<file path="src/rtl/core/unrd_pkg.sv">
// ----------------------------------------------------------------------------
// unrd_pkg
// Shared types and constants for the unsigned non-restoring divider.
// ----------------------------------------------------------------------------
package unrd_pkg;

  // Width of every data word on the ports.
  localparam int DATA_W = 64;

  // Commands from the controller to the datapath.
  typedef struct packed {
    logic load;   // capture operands and clear the partial remainder
    logic step;   // one add/subtract iteration, one quotient bit
    logic fix;    // final correction of a negative remainder
  } unrd_cmd_t;

  // Status from the datapath to the controller.
  typedef struct packed {
    logic dz;     // captured divisor is zero
  } unrd_stat_t;

endpackage
// ----------------------------------------------------------------------------

</file>
<file path="src/rtl/core/unrd_dpath.sv">
// ----------------------------------------------------------------------------
// unrd_dpath
// Operand registers, partial remainder, add/subtract unit and correction adder of the divider.
// ----------------------------------------------------------------------------
module unrd_dpath #(
  parameter int WIDTH = 64
) (
  input  logic                       clk,
  input  logic [unrd_pkg::DATA_W-1:0] dividend,
  input  logic [unrd_pkg::DATA_W-1:0] divisor,
  input  unrd_pkg::unrd_cmd_t        cmd,
  output unrd_pkg::unrd_stat_t       stat,
  output logic [unrd_pkg::DATA_W-1:0] quotient,
  output logic [unrd_pkg::DATA_W-1:0] remainder,
  output logic                       divide_by_zero
);
  import unrd_pkg::*;

  // Partial remainder is kept signed, one bit wider than the operands.
  logic [WIDTH:0]   prem;
  logic [WIDTH:0]   prem_next;
  logic [WIDTH-1:0] quo;
  logic [WIDTH-1:0] dvsr;
  logic             dz;

  logic [WIDTH+1:0] shifted;
  logic [WIDTH+1:0] dvsr_ext;
  logic [WIDTH+1:0] sum;
  logic [WIDTH:0]   fixed;

  always_comb begin
    shifted  = {prem, quo[WIDTH-1]};
    dvsr_ext = {2'b00, dvsr};
    if (prem[WIDTH]) begin
      sum = shifted + dvsr_ext;
    end else begin
      sum = shifted - dvsr_ext;
    end
    fixed = prem + {1'b0, dvsr};
    prem_next = sum[WIDTH:0];
  end

  always_ff @(posedge clk) begin
    if (cmd.load) begin
      prem <= '0;
      quo  <= dividend[WIDTH-1:0];
      dvsr <= divisor[WIDTH-1:0];
      dz   <= (divisor[WIDTH-1:0] == '0);
    end else if (cmd.step) begin
      prem <= prem_next;
      quo  <= {quo[WIDTH-2:0], ~prem_next[WIDTH]};
    end else if (cmd.fix && prem[WIDTH]) begin
      prem <= fixed;
    end
  end

  assign stat.dz = dz;

  // With a zero divisor no step runs, so the quotient register still holds
  // the masked dividend, which becomes the remainder.
  assign quotient       = dz ? '0 : DATA_W'(quo);
  assign remainder      = dz ? DATA_W'(quo) : DATA_W'(prem[WIDTH-1:0]);
  assign divide_by_zero = dz;

endmodule
// ----------------------------------------------------------------------------

</file>
<file path="src/rtl/core/unrd_ctrl.sv">
// ----------------------------------------------------------------------------
// unrd_ctrl
// Sequencer of the divider: load, iterate, correct, deliver; a zero divisor skips iterate and correct.
// ----------------------------------------------------------------------------
module unrd_ctrl #(
  parameter int WIDTH = 64
) (
  input  logic                 clk,
  input  logic                 rst,
  input  logic                 start,
  input  unrd_pkg::unrd_stat_t stat,
  output unrd_pkg::unrd_cmd_t  cmd,
  output logic                 busy,
  output logic                 done
);
  import unrd_pkg::*;

  localparam int CNT_W = $clog2(WIDTH);

  localparam logic [1:0] ST_IDLE = 2'd0;
  localparam logic [1:0] ST_RUN  = 2'd1;
  localparam logic [1:0] ST_FIX  = 2'd2;
  localparam logic [1:0] ST_DONE = 2'd3;

  logic [1:0]       state;
  logic [1:0]       state_next;
  logic [CNT_W-1:0] count;
  logic             accept;
  logic             last;

  assign busy   = (state == ST_RUN) || (state == ST_FIX);
  assign done   = (state == ST_DONE);
  assign accept = start && !busy;
  assign last   = (count == CNT_W'(WIDTH - 1));

  always_comb begin
    cmd.load   = accept;
    cmd.step   = (state == ST_RUN) && !stat.dz;
    cmd.fix    = (state == ST_FIX);
    state_next = state;
    unique case (state)
      ST_IDLE, ST_DONE: begin
        state_next = accept ? ST_RUN : ST_IDLE;
      end
      ST_RUN: begin
        if (stat.dz) begin
          state_next = ST_DONE;
        end else if (last) begin
          state_next = ST_FIX;
        end
      end
      ST_FIX: begin
        state_next = ST_DONE;
      end
      default: begin
        state_next = ST_IDLE;
      end
    endcase
  end

  always_ff @(posedge clk) begin
    if (rst) begin
      state <= ST_IDLE;
      count <= '0;
    end else begin
      state <= state_next;
      if (accept) begin
        count <= '0;
      end else if (cmd.step) begin
        count <= count + 1'b1;
      end
    end
  end

endmodule
// ----------------------------------------------------------------------------

</file>
<file path="src/rtl/core/unsigned_nonrestoring_divider.sv">
// ----------------------------------------------------------------------------
// unsigned_nonrestoring_divider
// Unsigned WIDTH-bit divider giving quotient and remainder by non-restoring
// division, with a flag for a zero divisor.
// ----------------------------------------------------------------------------
//
//   Channel   Handshake          Word
//   --------  -----------------  -----------------------------------------
//   input     start / busy       dividend, divisor
//   result    done (one cycle)   quotient, remainder, divide_by_zero
//
// A word is taken at a clock edge where start is high and busy is low. The
// sequencer then iterates in the shared add/subtract unit, one quotient bit
// per cycle, applies the final remainder correction and shows the result;
// busy stays high until the result is shown. A zero divisor skips the
// iterations and the correction. The result is shown for exactly one cycle
// with done high; the receiver cannot hold it off, and busy is already low
// in that cycle so the next word may be taken at the same edge. Reset is
// synchronous and returns the sequencer to idle; no result is pending
// after.
// Input bits at or above WIDTH are ignored and results are zero-extended.
// ----------------------------------------------------------------------------
module unsigned_nonrestoring_divider #(
  parameter int WIDTH = 64
) (
  input  logic                       clk,
  input  logic                       rst,
  input  logic                       start,
  output logic                       busy,
  input  logic [unrd_pkg::DATA_W-1:0] dividend,
  input  logic [unrd_pkg::DATA_W-1:0] divisor,
  output logic                       done,
  output logic [unrd_pkg::DATA_W-1:0] quotient,
  output logic [unrd_pkg::DATA_W-1:0] remainder,
  output logic                       divide_by_zero
);
  import unrd_pkg::*;

  unrd_cmd_t  cmd;
  unrd_stat_t stat;

  // The controller owns the handshake and the iteration count.
  unrd_ctrl #(
    .WIDTH (WIDTH)
  ) u_ctrl (
    .clk   (clk),
    .rst   (rst),
    .start (start),
    .stat  (stat),
    .cmd   (cmd),
    .busy  (busy),
    .done  (done)
  );

  // The datapath holds the operands and the partial remainder; its result
  // registers stay stable through the done cycle.
  unrd_dpath #(
    .WIDTH (WIDTH)
  ) u_dpath (
    .clk            (clk),
    .dividend       (dividend),
    .divisor        (divisor),
    .cmd            (cmd),
    .stat           (stat),
    .quotient       (quotient),
    .remainder      (remainder),
    .divide_by_zero (divide_by_zero)
  );

endmodule
// ----------------------------------------------------------------------------

</file>
<file path="config.mk">
export PLATFORM = sky130hd
export DESIGN_NAME = unsigned_nonrestoring_divider
export DESIGN_NICKNAME = d
export VERILOG_FILES = /design/src/rtl/core/unrd_pkg.sv /design/src/rtl/core/unrd_dpath.sv /design/src/rtl/core/unrd_ctrl.sv /design/src/rtl/core/unsigned_nonrestoring_divider.sv
export SDC_FILE = /design/constraint.sdc
export NUM_CORES = 1
export LEC_CHECK = 0
export BUFFER_PORTS_ARGS = -buffer_cell sky130_fd_sc_hd__buf_4
export CORE_MARGIN = 3
export CORE_UTILIZATION = 45
export DETAILED_ROUTE_END_ITERATION = 10
export PLACE_DENSITY = 0.69
export RECOVER_POWER = 100
export SYNTH_ARGS = -nofsm -noshare
export SYNTH_HDL_FRONTEND = slang
export SYNTH_SLANG_ARGS = --single-unit
</file>
<file path="constraint.sdc">
create_clock -name clk -period 11.95 [get_ports clk]
set_clock_uncertainty 0.1 [all_clocks]
set_input_delay 1.195 -clock clk [delete_from_list [all_inputs] [get_ports clk]]
set_output_delay 1.195 -clock clk [all_outputs]
set_load 0.02 [all_outputs]
</file>
==> metrics, run 1 <==
status=finished, violations left; violated checks=capacitance limit, slew limit; Final period util=between 60% and 70%; Antenna diodes=0; post-layout minimum cycle time=8230 ps; Overall Global Routing Usage=27.7%; crit-path max FO=41; Vias per Instance=between 5 and 6; CP Class=register to register; Root Buffer=clkbuf_16; Post-CTS Setup Inserts=0; Vias=roughly 17000; Comb power frac=65.1%; Hold Startpoint=u_ctrl.count[1]; worst reg-to-reg path cell count=9; GR met1 Demand/Resource=between 30 and 40%; Internal=0.00315 W; site row count=72; Hold Crit Depth=2; Peak VDD IR=approximately 0.19 mV; gr busiest metal=met2; leakage power=around 8.3 nW; FFs w/ async S/R, synth=0%; top cells by area, synth=edfxtp_1, ha_1, dfxtp_1, nand2_1, a21oi_1; fmax=around 0.12 GHz; area of the multi-input gates=about 0.012 sq mm; met3 Resource Use GR=under 10%; cell area after synthesis=between 0.015 and 0.02 sq mm; DP HPWL=about 46000 microns; global-route wire length before repair=between 90000 and 100000 microns; worst path cell trace=inv_1, ha_1, nand2_1, clkinvlp_2, nor2_1, clkbuf_1, clkinvlp_2, buf_4, o22ai_1; Seq. cell area=~0.0053 sq mm; clock sinks=roughly 200; top cells by count, synth=nand2_1, a21oi_1, nor2_1, ha_1, edfxtp_1; slowest CP cell=clkinvlp_2; relative slew slack=-142%; CP peak stage delay=around 2000 ps; initial antenna violation count=0; CTS tree=yes; FF+latch count, synth=a little over 200; Req. time, crit path=12300 ps; Post-Route WL=~60000 microns; drt wl/cell=a little over 20 microns; Die Y=approximately 200 microns; final setup vio count=0; pre-CTS setup slack=~6000 ps; final setup TNS=0 ps; fraction of layout cells with a size suffix above 1=roughly 10%; sequential area share after synthesis=a little under a third; EDFF count, synth=129; switching share of power=between 50% and 60%; initial core utilization=45.8%; Pre-antenna DRT Iters=6; vias in the first global route=16849; GP Congestion=0.929; cts repair resizes=0; hold path endpoint=u_ctrl.count[1]; P_sw=~0.0033 W; top-count cell post-synth=nand2_1; CP most frequent cell=clkinvlp_2; Reg2Reg Capture Point=u_dpath.prem[53]; power density over cell area=between 300 and 400 mW/mm^2; die area=roughly 0.042 sq mm; crit path DAT=~8600 ps; final routed DRC violation total=0; fill count=between 3000 and 4000; total number of yosys warnings=0; ANT nets after route=0; largest net degree at the start of global routing=between 80 and 90; distinct cell type count of the synthesized netlist=slightly above 80; leading area contributor after synthesis=edfxtp_1; Max Cap Viol=8; reg-to-reg slack, setup=roughly 3700 ps; initial DRC count=between 1000 and 1500; Reg power frac=approximately 22%; Final Hold Vio Count=0; GR Util met2=46.0%; Min Hold Slack=approximately 390 ps; worst skew pair latency=~550 ps; clock tree buffer depth=3; CTS clock-pin slew for the worst setup and hold paths=about 60 ps; DIE WIDTH=a little over 200 microns; Top Ports=262; core area=~0.039 sq mm; RR Startpoint=u_ctrl.state[0]; Post-synth top flop=edfxtp_1; syn avg cell area=around 8.2 sq um; total grt overflow=0; area delta synth->final=13.8%; Util after Layout=a little over half; CP endpoint kind=register; Clock Power Share=12.8%; Startpoint Class=register; hold buffers post-CTS=0; Worst Tran Pin Value=between 3000 and 4000 ps; RSZ-0062 raised after global routing=false; Yosys top cell area share=between 20 and 25%; Nets=about 2600; number of buffers created by CTS=26; IO buf count=about 260; Final WS setup=between 3000 and 4000 ps; Gate Count Post-Synth=2179; Pins Over Slew Limit=around 370; Tightest Hold Check Type=register to register; Synth Net Count=~2400; H-tree levels=1
==> final cells by class <==
type / count / share of cell area (%)
multi-input cells: 1815 / 58.3
flip-flops and latches: 202 / 26.4
repair buffers: 276 / 6.94
clock buffers: 36 / 3.60
well taps: 518 / 3.20
inverters: 44 / 0.828
clock inverters: 12 / 0.798
==> worst max-delay path, delay by kind of cell, from the launching register on <==
kind / cells / cell delay [ps]
AO/OA/AOI/OAI: 1 / 240
adder cells (fa/ha/maj): 1 / 320
buffers and inverters: 5 / 5430
flip-flops: 1 / 380
AND/OR/NAND/NOR: 2 / 1610
==> per-stage QoR <==
| step | cell area [sq um] | power [W] | std cells |
|---|---|---|---|
| after floorplan | 17800 | 0.00444 | 2179 |
| after global placement | 20100 | 0.00571 | 2855 |
| after detailed placement | 20100 | 0.00575 | 2855 |
| after CTS | 21000 | 0.00661 | 2903 |
| after global routing | 20200 | 0.00695 | 2903 |
| final | 20200 | 0.00646 | 2903 |
==> metal layers <==
layer / wire, microns / part of all wire [%]
met5: 0 / 0
met4: 1980 / 3.3
met3: 4100 / 6.8
met2: 27500 / 46
met1: 26400 / 44
==> worst max-delay path by stage <==
stage,end,cells after the start,start,slack (ps)
2_1_floorplan,u_dpath.quo[0],18,u_dpath.dvsr[11],6880
5_1_grt,u_dpath.prem[38],9,u_ctrl.state[0],2990
3_3_place_gp,u_dpath.quo[0],17,u_dpath.dvsr[11],6150
3_5_place_dp,u_dpath.quo[0],17,u_dpath.dvsr[11],6030
6_report,u_dpath.prem[53],9,u_ctrl.state[0],3720
4_1_cts,u_dpath.quo[0],17,u_dpath.dvsr[11],6020
==> power groups by stage <==
stage,clock [W],combinational (W),sequential [W]
2_1_floorplan,0,0.00316,0.00128
4_1_cts,0.000846,0.00435,0.00141
3_3_place_gp,0,0.00430,0.00142
6_report,0.000828,0.00421,0.00142
3_5_place_dp,0,0.00433,0.00142
5_1_grt,0.000869,0.00462,0.00146
==> flip-flops by register name (all words and copies together) (netlist names) <==
signal,flops
u_ctrl.count,6
u_ctrl.state,2
u_dpath.divide_by_zero,1
u_dpath.dvsr,64
u_dpath.prem,65
u_dpath.quo,64
==> logic make-up after synthesis <==
family / share of synthesized area, %
muxes: 4.45
buffers and inverters: 3.55
and+or+nand+nor: 20.9
DFF: 30.0
AOI/OAI and AO/OA: 22.4
xor gates and xnor gates: 9.06
adders and majority gates: 9.59
==> cell usage in the layout, fill, tap and decap left out, types with 43 or more instances in the layout <==
cell,count
buf_4,80
dfxtp_1,72
clkbuf_1,185
ha_1,133
a211oi_1,56
a21o_1,61
xnor2_1,71
o21ai_0,110
nand4_1,43
edfxtp_1,129
nand2_1,340
xor2_1,111
mux2_2,61
nor2_1,169
nor2b_1,73
a21oi_1,228
(Power assumes the default switching activity.)
==> run 2, diff against run 1 <==
- ABC_AREA: default -> 1
- PLACE_DENSITY: 0.69 -> 0.68
- clock period: 11.95 -> 7.6 ns (I/O delays scaled with it)
==> metrics, run 2 <==
status=finished, violations left; violated checks=capacitance limit, slew limit; Overall Global Routing Usage=34.2% (+6.4 points); Gate Count Post-Synth=3879 (+78%); Antenna diodes=0 (unchanged); site row count=80 (+11%); cts repair resizes=0 (unchanged); Compound-Gate Fraction of Synth Area=11.9% (-11 points); CP endpoint kind=register; Synth Area in Adders=7.68% (-1.9 points); Largest regs=u_dpath.prem (65), u_dpath.dvsr (64), u_dpath.quo (64); Reg with most FFs=u_dpath.prem; syn avg cell area=5.72 sq um (-30%); largest net degree at the start of global routing=125 (+52%); Max Cap Viol=5 (-3); CTS tree=yes; FFs w/ async S/R, synth=0% (unchanged); top cells by count, synth=nand2_1, inv_1, nor2_1, o21ai_0, nand3_1; IO buf count=261 (unchanged); design area=0.0249 sq mm (+23%); Synth Area in Simple Gates=39.1% (+18 points); cell area after synthesis=0.0222 sq mm (+25%); global-route wire length before repair=137000 microns (+46%); crit path launch=u_ctrl.state[0]; top cells by area, synth=nand2_1, edfxtp_1, inv_1, ha_1, dfxtp_1; reg-to-reg slack, setup=1790 ps (-1930 ps); Die Y=228 microns (+11%); CP Class=register to register; ANT nets after route=0 (unchanged); top-count cell post-synth=nand2_1; initial DRC count=2871 (+110%); final setup TNS=0 ps (unchanged); RR Startpoint=u_ctrl.state[0]; core area=0.0482 sq mm (+24%); sequential area share after synthesis=24.0% (-6.0 points); relative slew slack=-135% (+7.6 points); crit-path max FO=103 (+150%); Startpoint Class=register; leakage power=13.4 nW (+62%); total grt overflow=0 (unchanged); area delta synth->final=12.5%; Nets=4367 (+66%); worst skew pair latency=580 ps (+30 ps); total number of yosys warnings=0 (unchanged); Post-synth top flop=edfxtp_1; initial core utilization=46.0% (+0.19 points); DP HPWL=77200 microns (+67%); final setup vio count=0 (unchanged); max reg flops=65 (unchanged); Tightest Hold Check Type=input port to register; largest family of logic cells by synthesized area=simple AND/OR/NAND/NOR gates; end of the critical path=u_dpath.quo[41]; Pre-antenna DRT Iters=6 (unchanged); initial antenna violation count=0 (unchanged); commonest non-fill, non-tap cell in the layout=nand2_1; Post-Route WL=92900 microns (+55%); fraction of layout cells with a size suffix above 1=4.44% (-5.3 points); Top Ports=262 (unchanged); Final Hold Vio Count=0 (unchanged); H-tree levels=1 (unchanged); Peak VDD IR=0.228 mV (+23%); FF+latch count, synth=202 (unchanged); power density over cell area=460 mW/mm^2 (+44%); Yosys top cell area share=23.3% (+1.5 points); leading area contributor after synthesis=nand2_1; mux share of post-synthesis cell area=0% (-4.4 points); Vias per Instance=5.30 (-11%); CTS clock-pin slew for the worst setup and hold paths=60 ps (about the same); post-layout minimum cycle time=5810 ps (-2420 ps); clock tree buffer depth=3 (unchanged); DIE WIDTH=228 microns (+11%); drt wl/cell=19.4 microns (-5.9%); Post-CTS Setup Inserts=0 (unchanged); EDFF count, synth=129 (unchanged); Root Buffer=clkbuf_16; Vias=25330 (+46%); worst reg-to-reg path cell count=8 (-1); Final period util=76.5% (+7.6 points); final routed DRC violation total=0 (unchanged); fmax=0.172 GHz (+42%); GP Congestion=1.03 (+11%); area post-placement=0.0247 sq mm (+23%); Worst Tran Pin Value=3520 ps (-113 ps); die area=0.0520 sq mm (+24%); most frequent cells in the layout=nand2_1, inv_1, nor2_1, o21ai_0, nand3_1; Req. time, crit path=7770 ps (-4530 ps); Synth Net Count=4145 (+70%); number of buffers created by CTS=26 (unchanged); Pins Over Slew Limit=346 (-6.7%); hold buffers post-CTS=0 (unchanged); vias in the first global route=22905 (+36%); Post-Synth XOR/XNOR Area=3.12% (-5.9 points); crit path DAT=5980 ps (-2600 ps); Reg2Reg Capture Point=u_dpath.quo[41]; RSZ-0062 raised after global routing=false; Hold Startpoint=rst; clock sinks=202 (unchanged); distinct cell type count of the synthesized netlist=49 (-41%)
[run 2: cell count changes after synthesis, moves of 47 or more]
cell,before,now
inv_1,43,750
nor2b_1,74,0
nand2_1,341,1379
a21o_1,61,1
xnor2_1,71,15
o21ai_0,109,265
xor2_1,111,64
mux2_2,64,0
nor2_1,169,372
nand3_1,34,225
a211oi_1,56,1
[run 2: per-stage QoR]
| stage | std cells | utilization (%) | hold slack (ps) | setup WS (ps) | total power, W |
|---|---|---|---|---|---|
| final | 4777 | 51.7 | 266 | 1790 | 0.0115 |
| after global routing | 4777 | 51.7 | 259 | 1370 | 0.0124 |
| after CTS | 4777 | 53.1 | 238 | 3120 | 0.0115 |
| after detailed placement | 4729 | 51.3 | 386 | 3140 | 0.0102 |
| after global placement | 4729 | 51.3 | 380 | 3120 | 0.0102 |
| after floorplan | 3879 | - | 359 | 3850 | 0.00737 |
[run 2: routing by layer]
layer / global-route usage (%) / vias to the layer above / share of wire [%]
met5: 0 / - / 0
met4: 11.3 / 0 / 3.7
met3: 5.05 / 148 / 11
met2: 49.9 / 1258 / 40
met1: 51.3 / 11351 / 46
li1: - / 12573 / -
[run 2: kinds of logic (layout without fill, tap and decap cells)]
| logic type | after synthesis | after routing |
|---|---|---|
| simple gates | 2127 | 2127 |
| flops | 202 | 202 |
| fa+ha+maj | 135 | 135 |
| compound gates | 505 | 505 |
| buf+inv | 831 | 1073 |
| xor+xnor | 79 | 79 |
[run 2: area by class of cell]
class | instances | area (sq um)
clock inverter | 8 | 70.1
timing repair buffer | 271 | 1380
sequential | 202 | 5340
inverter | 754 | 2840
fill | 5396 | 23300
tap | 656 | 821
clock buffer | 40 | 796
multi-input combinational | 2846 | 13700
[run 2: power by group]
part | total [W] | switching [W] | leakage [nW] | internal [W]
combinational | 0.00782 | 0.00557 | 11.1 | 0.00225
clock | 0.00128 | 0.000526 | 0.432 | 0.000753
sequential | 0.00236 | 0.000624 | 1.85 | 0.00174
total | 0.0115 | 0.00672 | 13.4 | 0.00474
[run 2: worst min path at each step]
stage	endpoint	slack, ps	cells after the start
2_1_floorplan	u_ctrl.count[4]	360	2
3_3_place_gp	u_ctrl.count[4]	380	2
3_5_place_dp	u_ctrl.count[1]	390	2
4_1_cts	u_ctrl.state[0]	240	2
5_1_grt	u_ctrl.state[1]	260	2
6_report	u_ctrl.state[0]	270	2
[run 2: worst max-delay path: stages, from the launching register on]
cell	delay, ps
dfxtp_1	390
inv_1	60
ha_1	330
nand2_2	70
clkbuf_1	2460
inv_6	960
buf_4	710
nand2_1	220
o21ai_0	130
